$ cat src/hdl/rpd_pkg.sv
package rpd_pkg;

  // fixed field widths
  localparam int unsigned ConnIdW  = 3;
  localparam int unsigned RssiW    = 8;
  localparam int unsigned TolW     = 7;
  localparam int unsigned CntW     = 8;
  localparam int unsigned EventW   = 2;
  localparam int unsigned CfgIdxW  = 2;
  localparam int unsigned CfgDataW = 8;

  // register reset values
  localparam logic signed [RssiW-1:0] NearThresholdReset = -8'sd65;
  localparam logic [TolW-1:0]         ToleranceReset     = 7'd5;
  localparam logic [CntW-1:0]         CountLimitReset    = 8'd5;

  typedef enum logic [EventW-1:0] {
    EV_NONE     = 2'd0,
    EV_DETECTED = 2'd1,
    EV_LOST     = 2'd2
  } event_e;

  typedef enum logic {
    OP_SAMPLE = 1'b0,
    OP_CLEAR  = 1'b1
  } op_e;

  typedef enum logic [CfgIdxW-1:0] {
    REG_NEAR_THRESHOLD = 2'd0,
    REG_TOLERANCE      = 2'd1,
    REG_COUNT_LIMIT    = 2'd2
  } reg_idx_e;

  typedef struct packed {
    logic                    op;
    logic [ConnIdW-1:0]      conn_id;
    logic                    connected;
    logic signed [RssiW-1:0] rssi_dbm;
    logic                    last_of_sweep;
  } sample_t;

  typedef struct packed {
    event_e event_res;
    logic   any_detected;
    logic   keep_polling;
  } result_t;

  typedef struct packed {
    logic signed [RssiW-1:0] near_threshold_dbm;
    logic [TolW-1:0]         tolerance_dbm;
    logic [CntW-1:0]         count_limit;
  } cfg_t;

  // counter increment that holds at full scale
  function automatic logic [CntW-1:0] sat_inc(input logic [CntW-1:0] c);
    sat_inc = (c == {CntW{1'b1}}) ? c : c + CntW'(1);
  endfunction

endpackage

$ cat src/hdl/rpd_ifs.sv
interface rpd_sample_if import rpd_pkg::*; ();
  logic                    valid;
  logic                    ready;
  logic                    op;
  logic [ConnIdW-1:0]      conn_id;
  logic                    connected;
  logic signed [RssiW-1:0] rssi_dbm;
  logic                    last_of_sweep;

  modport source (
    output valid, op, conn_id, connected, rssi_dbm, last_of_sweep,
    input  ready
  );
  modport sink (
    input  valid, op, conn_id, connected, rssi_dbm, last_of_sweep,
    output ready
  );
  modport monitor (
    input valid, ready, op, conn_id, connected, rssi_dbm, last_of_sweep
  );
endinterface

interface rpd_result_if import rpd_pkg::*; ();
  logic              valid;
  logic              ready;
  logic [EventW-1:0] event_res;
  logic              any_detected;
  logic              keep_polling;

  modport source (
    output valid, event_res, any_detected, keep_polling,
    input  ready
  );
  modport sink (
    input  valid, event_res, any_detected, keep_polling,
    output ready
  );
  modport monitor (
    input valid, ready, event_res, any_detected, keep_polling
  );
endinterface

$ cat src/hdl/rpd_update.sv
module rpd_update import rpd_pkg::*; #(
  parameter int unsigned NUM_CONNS = 4
) (
  input  sample_t              smp_i,
  input  cfg_t                 cfg_i,
  input  logic [CntW-1:0]      near_cnt_i [NUM_CONNS],
  input  logic [CntW-1:0]      far_cnt_i  [NUM_CONNS],
  input  logic [NUM_CONNS-1:0] flags_i,
  input  logic                 saw_link_i,
  output logic [CntW-1:0]      near_cnt_o [NUM_CONNS],
  output logic [CntW-1:0]      far_cnt_o  [NUM_CONNS],
  output logic [NUM_CONNS-1:0] flags_o,
  output logic                 saw_link_o,
  output result_t              res_o
);

  logic                  conn_ok;
  logic [NUM_CONNS-1:0]  sel;
  logic [CntW-1:0]       near_cur;
  logic [CntW-1:0]       far_cur;
  logic [CntW-1:0]       near_new;
  logic [CntW-1:0]       far_new;
  logic                  is_near;
  logic                  is_far;
  logic signed [RssiW:0] far_limit;
  event_e                ev;
  logic                  keep;

  assign conn_ok = int'(smp_i.conn_id) < int'(NUM_CONNS);

  always_comb begin
    near_cur = '0;
    far_cur  = '0;
    for (int i = 0; i < NUM_CONNS; i++) begin
      sel[i]   = conn_ok && (smp_i.conn_id == ConnIdW'(i));
      near_cur = near_cur | (sel[i] ? near_cnt_i[i] : '0);
      far_cur  = far_cur  | (sel[i] ? far_cnt_i[i]  : '0);
    end
  end

  // far bound can drop below -128, so one extra bit
  assign far_limit = $signed({cfg_i.near_threshold_dbm[RssiW-1], cfg_i.near_threshold_dbm})
                   - $signed({2'b00, cfg_i.tolerance_dbm});
  assign is_near   = smp_i.rssi_dbm >= cfg_i.near_threshold_dbm;
  assign is_far    = $signed({smp_i.rssi_dbm[RssiW-1], smp_i.rssi_dbm}) <= far_limit;
  assign near_new  = is_near ? sat_inc(near_cur) : '0;
  assign far_new   = is_far  ? sat_inc(far_cur)  : '0;

  always_comb begin
    near_cnt_o = near_cnt_i;
    far_cnt_o  = far_cnt_i;
    flags_o    = flags_i;
    saw_link_o = saw_link_i;
    ev         = EV_NONE;
    keep       = 1'b0;

    if (smp_i.op == OP_CLEAR) begin
      for (int i = 0; i < NUM_CONNS; i++) begin
        if (sel[i]) begin
          near_cnt_o[i] = '0;
          far_cnt_o[i]  = '0;
        end
      end
    end else begin
      if (conn_ok) begin
        if (smp_i.connected) begin
          saw_link_o = 1'b1;
          for (int i = 0; i < NUM_CONNS; i++) begin
            if (sel[i]) begin
              near_cnt_o[i] = near_new;
              far_cnt_o[i]  = far_new;
            end
          end
          if (near_new >= cfg_i.count_limit) begin
            if (flags_i == '0) ev = EV_DETECTED;
            flags_o = flags_i | sel;
          end else if (far_new >= cfg_i.count_limit) begin
            if ((flags_i & sel) != '0) begin
              flags_o = flags_i & ~sel;
              if (flags_o == '0) ev = EV_LOST;
            end
          end
        end else begin
          // link down: drop the flag quietly
          flags_o = flags_i & ~sel;
        end
      end
      if (smp_i.last_of_sweep) begin
        if (saw_link_o) keep = 1'b1;
        else            ev   = EV_LOST;
        saw_link_o = 1'b0;
      end
    end
  end

  assign res_o.event_res    = ev;
  assign res_o.any_detected = |flags_o;
  assign res_o.keep_polling = keep;

endmodule

$ cat src/hdl/rssi_proximity_detector.sv
// rssi proximity detector: debounced near/far tracking of link rssi with hysteresis
//
// sample_i carries one item per transfer: an rssi sample for one connection, or a
// clear op that zeroes that connection's near/far counters. result_o returns
// exactly one item per input: an event (none, detected, lost), whether any
// connection is flagged near, and on the last sample of a sweep whether any
// link was up.
// the cfg port writes threshold, tolerance and count limit; write only while idle.
//
// result path: the sample is registered in the input register, the counter/flag
// update is combinational, and its result is registered in the result register
// throughput: one item per cycle while result_o is taken; the per-connection
// counters and flags live in flip-flops and are read and written in the same
// cycle, so back-to-back samples for the same connection see each other's updates
// reset: counters, flags and sweep state clear, registers go to -65 / 5 / 5,
// both pipeline stages empty
// stall: if result_o is not taken, the result register holds, the input
// register holds behind it, and sample_i.ready drops once both are full
module rssi_proximity_detector import rpd_pkg::*; #(
  parameter int unsigned NUM_CONNS = 4
) (
  input  logic                clk_i,
  input  logic                rst_ni,
  rpd_sample_if.sink          sample_i,
  rpd_result_if.source        result_o,
  input  logic                cfg_we_i,
  input  logic [CfgIdxW-1:0]  cfg_idx_i,
  input  logic [CfgDataW-1:0] cfg_wdata_i
);

  // config registers
  cfg_t cfg_q;

  // input stage
  logic    in_valid_q;
  sample_t in_q;

  // per-connection state
  logic [CntW-1:0]      near_cnt_q [NUM_CONNS];
  logic [CntW-1:0]      far_cnt_q  [NUM_CONNS];
  logic [CntW-1:0]      near_cnt_d [NUM_CONNS];
  logic [CntW-1:0]      far_cnt_d  [NUM_CONNS];
  logic [NUM_CONNS-1:0] flags_q, flags_d;
  logic                 saw_link_q, saw_link_d;

  // result stage
  logic    out_valid_q;
  result_t out_q, out_d;

  logic advance;
  logic in_xfer;
  logic do_update;

  // the result register frees up when empty or being taken
  assign advance   = !out_valid_q || result_o.ready;
  assign sample_i.ready = !in_valid_q || advance;
  assign in_xfer   = sample_i.valid && sample_i.ready;
  assign do_update = in_valid_q && advance;

  always_ff @(posedge clk_i or negedge rst_ni) begin
    if (!rst_ni) begin
      cfg_q.near_threshold_dbm <= NearThresholdReset;
      cfg_q.tolerance_dbm      <= ToleranceReset;
      cfg_q.count_limit        <= CountLimitReset;
    end else if (cfg_we_i) begin
      case (cfg_idx_i)
        REG_NEAR_THRESHOLD: cfg_q.near_threshold_dbm <= $signed(cfg_wdata_i[RssiW-1:0]);
        REG_TOLERANCE:      cfg_q.tolerance_dbm      <= cfg_wdata_i[TolW-1:0];
        REG_COUNT_LIMIT:    cfg_q.count_limit        <= cfg_wdata_i[CntW-1:0];
        default: ;  // unmapped index, write dropped
      endcase
    end
  end

  // input register
  always_ff @(posedge clk_i or negedge rst_ni) begin
    if (!rst_ni) begin
      in_valid_q <= 1'b0;
    end else if (sample_i.ready) begin
      in_valid_q <= sample_i.valid;
    end
  end

  always_ff @(posedge clk_i) begin
    if (in_xfer) begin
      in_q.op            <= sample_i.op;
      in_q.conn_id       <= sample_i.conn_id;
      in_q.connected     <= sample_i.connected;
      in_q.rssi_dbm      <= sample_i.rssi_dbm;
      in_q.last_of_sweep <= sample_i.last_of_sweep;
    end
  end

  rpd_update #(
    .NUM_CONNS (NUM_CONNS)
  ) u_update (
    .smp_i      (in_q),
    .cfg_i      (cfg_q),
    .near_cnt_i (near_cnt_q),
    .far_cnt_i  (far_cnt_q),
    .flags_i    (flags_q),
    .saw_link_i (saw_link_q),
    .near_cnt_o (near_cnt_d),
    .far_cnt_o  (far_cnt_d),
    .flags_o    (flags_d),
    .saw_link_o (saw_link_d),
    .res_o      (out_d)
  );

  // state commits only when the item moves into the result register
  always_ff @(posedge clk_i or negedge rst_ni) begin
    if (!rst_ni) begin
      for (int i = 0; i < NUM_CONNS; i++) begin
        near_cnt_q[i] <= '0;
        far_cnt_q[i]  <= '0;
      end
      flags_q    <= '0;
      saw_link_q <= 1'b0;
    end else if (do_update) begin
      near_cnt_q <= near_cnt_d;
      far_cnt_q  <= far_cnt_d;
      flags_q    <= flags_d;
      saw_link_q <= saw_link_d;
    end
  end

  // result register
  always_ff @(posedge clk_i or negedge rst_ni) begin
    if (!rst_ni) begin
      out_valid_q <= 1'b0;
    end else if (advance) begin
      out_valid_q <= in_valid_q;
    end
  end

  always_ff @(posedge clk_i) begin
    if (do_update) begin
      out_q <= out_d;
    end
  end

  assign result_o.valid        = out_valid_q;
  assign result_o.event_res    = out_q.event_res;
  assign result_o.any_detected = out_q.any_detected;
  assign result_o.keep_polling = out_q.keep_polling;

endmodule

$ cat src/flat_wrapper.sv
// flat-port wrapper written by rule: the top's interface ports become plain ports
module rssi_proximity_detector_flat import rpd_pkg::*;
#(
  parameter int unsigned NUM_CONNS = 4
)
  (clk_i, rst_ni, cfg_we_i, cfg_idx_i, cfg_wdata_i, sample_i_valid, sample_i_op, sample_i_conn_id, sample_i_connected, sample_i_rssi_dbm, sample_i_last_of_sweep, sample_i_ready, result_o_valid, result_o_event_res, result_o_any_detected, result_o_keep_polling, result_o_ready);
  rpd_sample_if sample_i_i ();
  rpd_result_if result_o_i ();
  input  logic clk_i;
  input  logic rst_ni;
  input  logic cfg_we_i;
  input  logic [CfgIdxW-1:0] cfg_idx_i;
  input  logic [CfgDataW-1:0] cfg_wdata_i;
  input wire logic [$bits(sample_i_i.valid)-1:0] sample_i_valid;
  input wire logic [$bits(sample_i_i.op)-1:0] sample_i_op;
  input wire logic [$bits(sample_i_i.conn_id)-1:0] sample_i_conn_id;
  input wire logic [$bits(sample_i_i.connected)-1:0] sample_i_connected;
  input wire logic [$bits(sample_i_i.rssi_dbm)-1:0] sample_i_rssi_dbm;
  input wire logic [$bits(sample_i_i.last_of_sweep)-1:0] sample_i_last_of_sweep;
  output wire logic [$bits(sample_i_i.ready)-1:0] sample_i_ready;
  output wire logic [$bits(result_o_i.valid)-1:0] result_o_valid;
  output wire logic [$bits(result_o_i.event_res)-1:0] result_o_event_res;
  output wire logic [$bits(result_o_i.any_detected)-1:0] result_o_any_detected;
  output wire logic [$bits(result_o_i.keep_polling)-1:0] result_o_keep_polling;
  input wire logic [$bits(result_o_i.ready)-1:0] result_o_ready;
  assign sample_i_i.valid = sample_i_valid;
  assign sample_i_i.op = sample_i_op;
  assign sample_i_i.conn_id = sample_i_conn_id;
  assign sample_i_i.connected = sample_i_connected;
  assign sample_i_i.rssi_dbm = sample_i_rssi_dbm;
  assign sample_i_i.last_of_sweep = sample_i_last_of_sweep;
  assign sample_i_ready = sample_i_i.ready;
  assign result_o_valid = result_o_i.valid;
  assign result_o_event_res = result_o_i.event_res;
  assign result_o_any_detected = result_o_i.any_detected;
  assign result_o_keep_polling = result_o_i.keep_polling;
  assign result_o_i.ready = result_o_ready;
  rssi_proximity_detector #(.NUM_CONNS(NUM_CONNS)) u_core (.clk_i(clk_i), .rst_ni(rst_ni), .sample_i(sample_i_i), .result_o(result_o_i), .cfg_we_i(cfg_we_i), .cfg_idx_i(cfg_idx_i), .cfg_wdata_i(cfg_wdata_i));
endmodule
$ cat config.mk
export PLATFORM = sky130hd
export DESIGN_NAME = rssi_proximity_detector_flat
export DESIGN_NICKNAME = d
export VERILOG_FILES = /design/src/hdl/rpd_pkg.sv /design/src/hdl/rpd_ifs.sv /design/src/hdl/rpd_update.sv /design/src/hdl/rssi_proximity_detector.sv /design/src/flat_wrapper.sv
export SDC_FILE = /design/constraint.sdc
export NUM_CORES = 1
export LEC_CHECK = 0
export BUFFER_PORTS_ARGS = -buffer_cell sky130_fd_sc_hd__buf_2
export CAP_MARGIN = 20
export CORE_UTILIZATION = 55
export CTS_CLUSTER_SIZE = 10
export DETAILED_ROUTE_END_ITERATION = 10
export PLACE_DENSITY = 0.73
export REMOVE_ABC_BUFFERS = 1
export SYNTH_ARGS = -nofsm -noshare
export SYNTH_HDL_FRONTEND = slang
export SYNTH_SLANG_ARGS = --single-unit
$ cat constraint.sdc
create_clock -name clk_i -period 6.6 [get_ports clk_i]
set_clock_uncertainty 0.2 [all_clocks]
set_input_delay 0 -clock clk_i [delete_from_list [all_inputs] [get_ports clk_i]]
set_output_delay 0 -clock clk_i [all_outputs]
set_load 0.02 [all_outputs]
==> results_dict.tcl <==
set metrics [dict create \
    antenna_found_initial 0 \
    synth.cell_area_sq_um 6730 \
    wl_per_cell_um 19.25 \
    slew_viol_final 0 \
    grt_usage_pct 28.30 \
    total_power_mw 1.834 \
    synth.most_common_cell "dfrtp_1" \
    min_period_ns 5.722 \
    outcome "finished, final reports clean" \
    antenna_cells 0 \
    ys_seq_area_share_pct 43.19 \
    rows 40 \
    rrSetupSlack_ns 0.88 \
    met1_length_um 7027 \
    grt_pass1_wl_um 27740 \
    met2_wirelength_um 8382 \
    worstPathRequired_ns 6.62 \
    r2r_start "u_core.cfg_q[15]" \
    antenna_left 0 \
    max_cap_viol_count 0 \
    synth_edf_count 18 \
    postSynthAreaPerCell_sq_um 10.47 \
    gp_congestion 0.9853 \
    final-seq-area_sq_um 2907 \
    synth_top_area_share_pct 30.86 \
    dieArea_sq_um 12680 \
    start_kind "flop" \
    grt_overflow 0 \
    cts_tree "built" \
    vias 5352 \
    tightest_slew_ns 0.7636 \
    crit_type "flop to flop" \
    met3WireLength_um 835 \
    core-area_sq_um 11960 \
    cts-root-buf "clkbuf_16" \
    fin_setup_tns_ns 0 \
    synth_cells 643 \
    boundaryPins 35 \
    clock_latency_ns 0.36 \
    crit_path_max_fanout 6 \
    netlist_top_cells_area "dfrtp_1 31%, edfxtp_1 8.0%, ha_1 7.8%, mux2i_1 4.8%, dfstp_2 4.3%" \
    timing.rr.end "u_core.result_o.any_detected" \
    via_per_inst 6.223 \
    grt_pass1_vias 5553 \
    synth_common_cells "83 x dfrtp_1, 65 x nand2_1, 42 x ha_1, 32 x mux2i_1, 32 x o21ai_0" \
    ir_drop_v 0.0001763 \
    placed_cells_incl_taps 800 \
    finalSetupViolations 0 \
    crit_arrival_ns 5.75 \
    min_period_over_period_pct 86.69 \
    layout.cells.non_filler 860 \
    async_flop_share_pct 83.93 \
    ff2ff_path_depth 22 \
    ys_types 80 \
    path_clk_slew_ns 0.07 \
    place_hpwl_um 11160 \
    grt_max_degree 56 \
    yosysTopAreaCell "dfrtp_1" \
    first_iter_violations 327 \
    cts.htree.levels 3 \
    power_density_nw_per_um2 238.2 \
    drcViolationCount 0 \
    multi_input_area_sq_um 3537 \
    hold_violations 0 \
    endpoint_kind "flop" \
    die_h_um 112.6 \
    nets 780 \
    ys_warn_count 0 \
    die_x_um 112.6 \
    cts_inserted_buffers 9 \
    slew_headroom_pct 49.09 \
    io_buffers 34 \
    cts_buffer_depth 2 \
    maxUsedRoutingLayer "met4" \
    rsz0062_at_grt "false" \
    yosys_register_bits 112 \
    drt-pass1-iter-count 5 \
    fmax_mhz 174.8 \
    finalWirelength_um 16550 \
    fill_cells 907 \
    total_leakage_power_nw 3.507 \
    drive_gt1_share_pct 18.23 \
    hold-worst-slack_ns 0.07771 \
    yosys_most_used_dff "dfrtp_1" \
    clock-sinks 112 \
    syn2layout_area_growth_pct 14.41 \
    start_util_pct 56.27 \
    min_path_type "input pin to async pin" \
]
-- layout make-up --
type                       count  share of cell area (%)
clock buffer                  12                   3.201
clock inverter                 4                  0.5850
inverter                      32                   1.560
multi-input combinational    470                   45.94
sequential                   112                   37.75
tap                          147                   2.389
timing repair buffer          83                   8.580
-- state kept, by name (all words and copies together) (netlist names) --
signal                        flops
u_core.far_cnt_q                 32
u_core.near_cnt_q                32
u_core.cfg_q                     23
u_core.in_q                      14
u_core.flags_q                    4
u_core.result_o.event_res         2
u_core.in_valid_q                 1
u_core.result_o.any_detected      1
u_core.result_o.keep_polling      1
u_core.result_o.valid             1
u_core.saw_link_q                 1
-- worst max path at each step --
stage	startpoint	endpoint	slack, ns	cells after the start
floorplan	u_core.cfg_q[15]	u_core.result_o.any_detected	1.67	22
global placement	u_core.cfg_q[15]	u_core.result_o.any_detected	1.24	22
detailed placement	u_core.cfg_q[15]	u_core.result_o.any_detected	1.05	22
CTS	u_core.cfg_q[15]	u_core.result_o.any_detected	0.97	22
global route	u_core.cfg_q[15]	u_core.result_o.any_detected	0.45	22
finish	u_core.cfg_q[15]	u_core.result_o.any_detected	0.88	22
-- metal layers --
layer / up-vias / GRT usage [%]
met5: - / 0
met4: 0 / 10.58
met3: 27 / 3.672
met2: 170 / 49.88
met1: 2661 / 35.54
li1: 2494 / -
-- cells in the final DEF (no fill, tap or decap), drive strengths merged, types with 3 or more instances in the layout --
| cell | n |
|---|---|
| dlygate4sd3 | 43 |
| o41ai | 4 |
| mux4 | 3 |
| dfstp | 11 |
| nor3 | 4 |
| nand4 | 9 |
| nor2b | 11 |
| clkbuf | 12 |
| o21ai | 51 |
| o31ai | 19 |
| nand3b | 10 |
| o2111ai | 3 |
| o22ai | 15 |
| edfxtp | 18 |
| a21oi | 14 |
| nor2 | 31 |
| nand2 | 65 |
| xnor2 | 3 |
| nand2b | 14 |
| and2 | 4 |
| nor3b | 4 |
| a31oi | 3 |
| a21o | 12 |
| xor2 | 3 |
| o22a | 3 |
| a22o | 11 |
| inv | 32 |
| a21bo | 3 |
| nand3 | 19 |
| dfrtp | 83 |
| mux2i | 33 |
| buf | 40 |
| a211oi | 5 |
| mux2 | 28 |
| ha | 42 |
| or2 | 15 |
-- worst max-delay path: stages (launching register included) --
cell       delay [ns]
dfstp_2          0.54
inv_1            0.06
ha_1             0.21
fa_1             0.48
nor2b_1          0.13
o21ai_0          0.11
a21oi_1          0.22
o21ai_0          0.14
a21oi_1          0.24
nand2b_1         0.15
ha_1             0.25
a21o_1           0.17
a2bb2oi_1        0.14
nand3_1          0.12
o21ai_0          0.51
and3_1           0.26
ha_1             0.24
a21o_1           0.18
a21o_1           0.17
a21o_1           0.18
a211oi_1         0.59
o22ai_1          0.18
nand3_1          0.13
-- per-stage QoR --
| step | cell area, sq um | setup WS [ns] | util [%] |
|---|---|---|---|
| 6_report | 7700 | 0.8782 | 64.37 |
| 5_1_grt | 7700 | 0.4507 | 64.37 |
| 4_1_cts | 7700 | 0.9668 | 64.37 |
| 3_5_place_dp | 6958 | 1.054 | 58.17 |
| 3_3_place_gp | 6958 | 1.237 | 58.17 |
| 2_1_floorplan | 6564 | 1.671 | - |
-- timing repair --
| item | 4_1_cts | 5_1_grt |
|---|---|---|
| hold endpoints to repair | 78 | 0 |
| setup buffers | 0 | 0 |
| setup endpoints to repair | 0 | 0 |
| hold buffers | 44 | 0 |
| resized for setup | 0 | 0 |
-- power by group --
part	internal, mW	total (mW)	switching [mW]
combinational	0.205	0.477	0.272
clock	0.303	0.550	0.247
sequential	0.769	0.807	0.0382
total	1.28	1.83	0.557
-- cell families (layout without fill, tap and decap cells) --
logic type | Yosys count | in the layout | share of synthesized area [%]
muxes | 64 | 64 | 10.76
adders and majority gates | 43 | 43 | 8.106
AOI/OAI and AO/OA | 161 | 161 | 17.22
DFF | 112 | 112 | 43.19
xor gates and xnor gates | 6 | 6 | 0.7810
buffers and inverters | 61 | 131 | 4.257
and+or+nand+nor | 196 | 196 | 15.69
No activity file was read; power rests on OpenSTA's default activity.
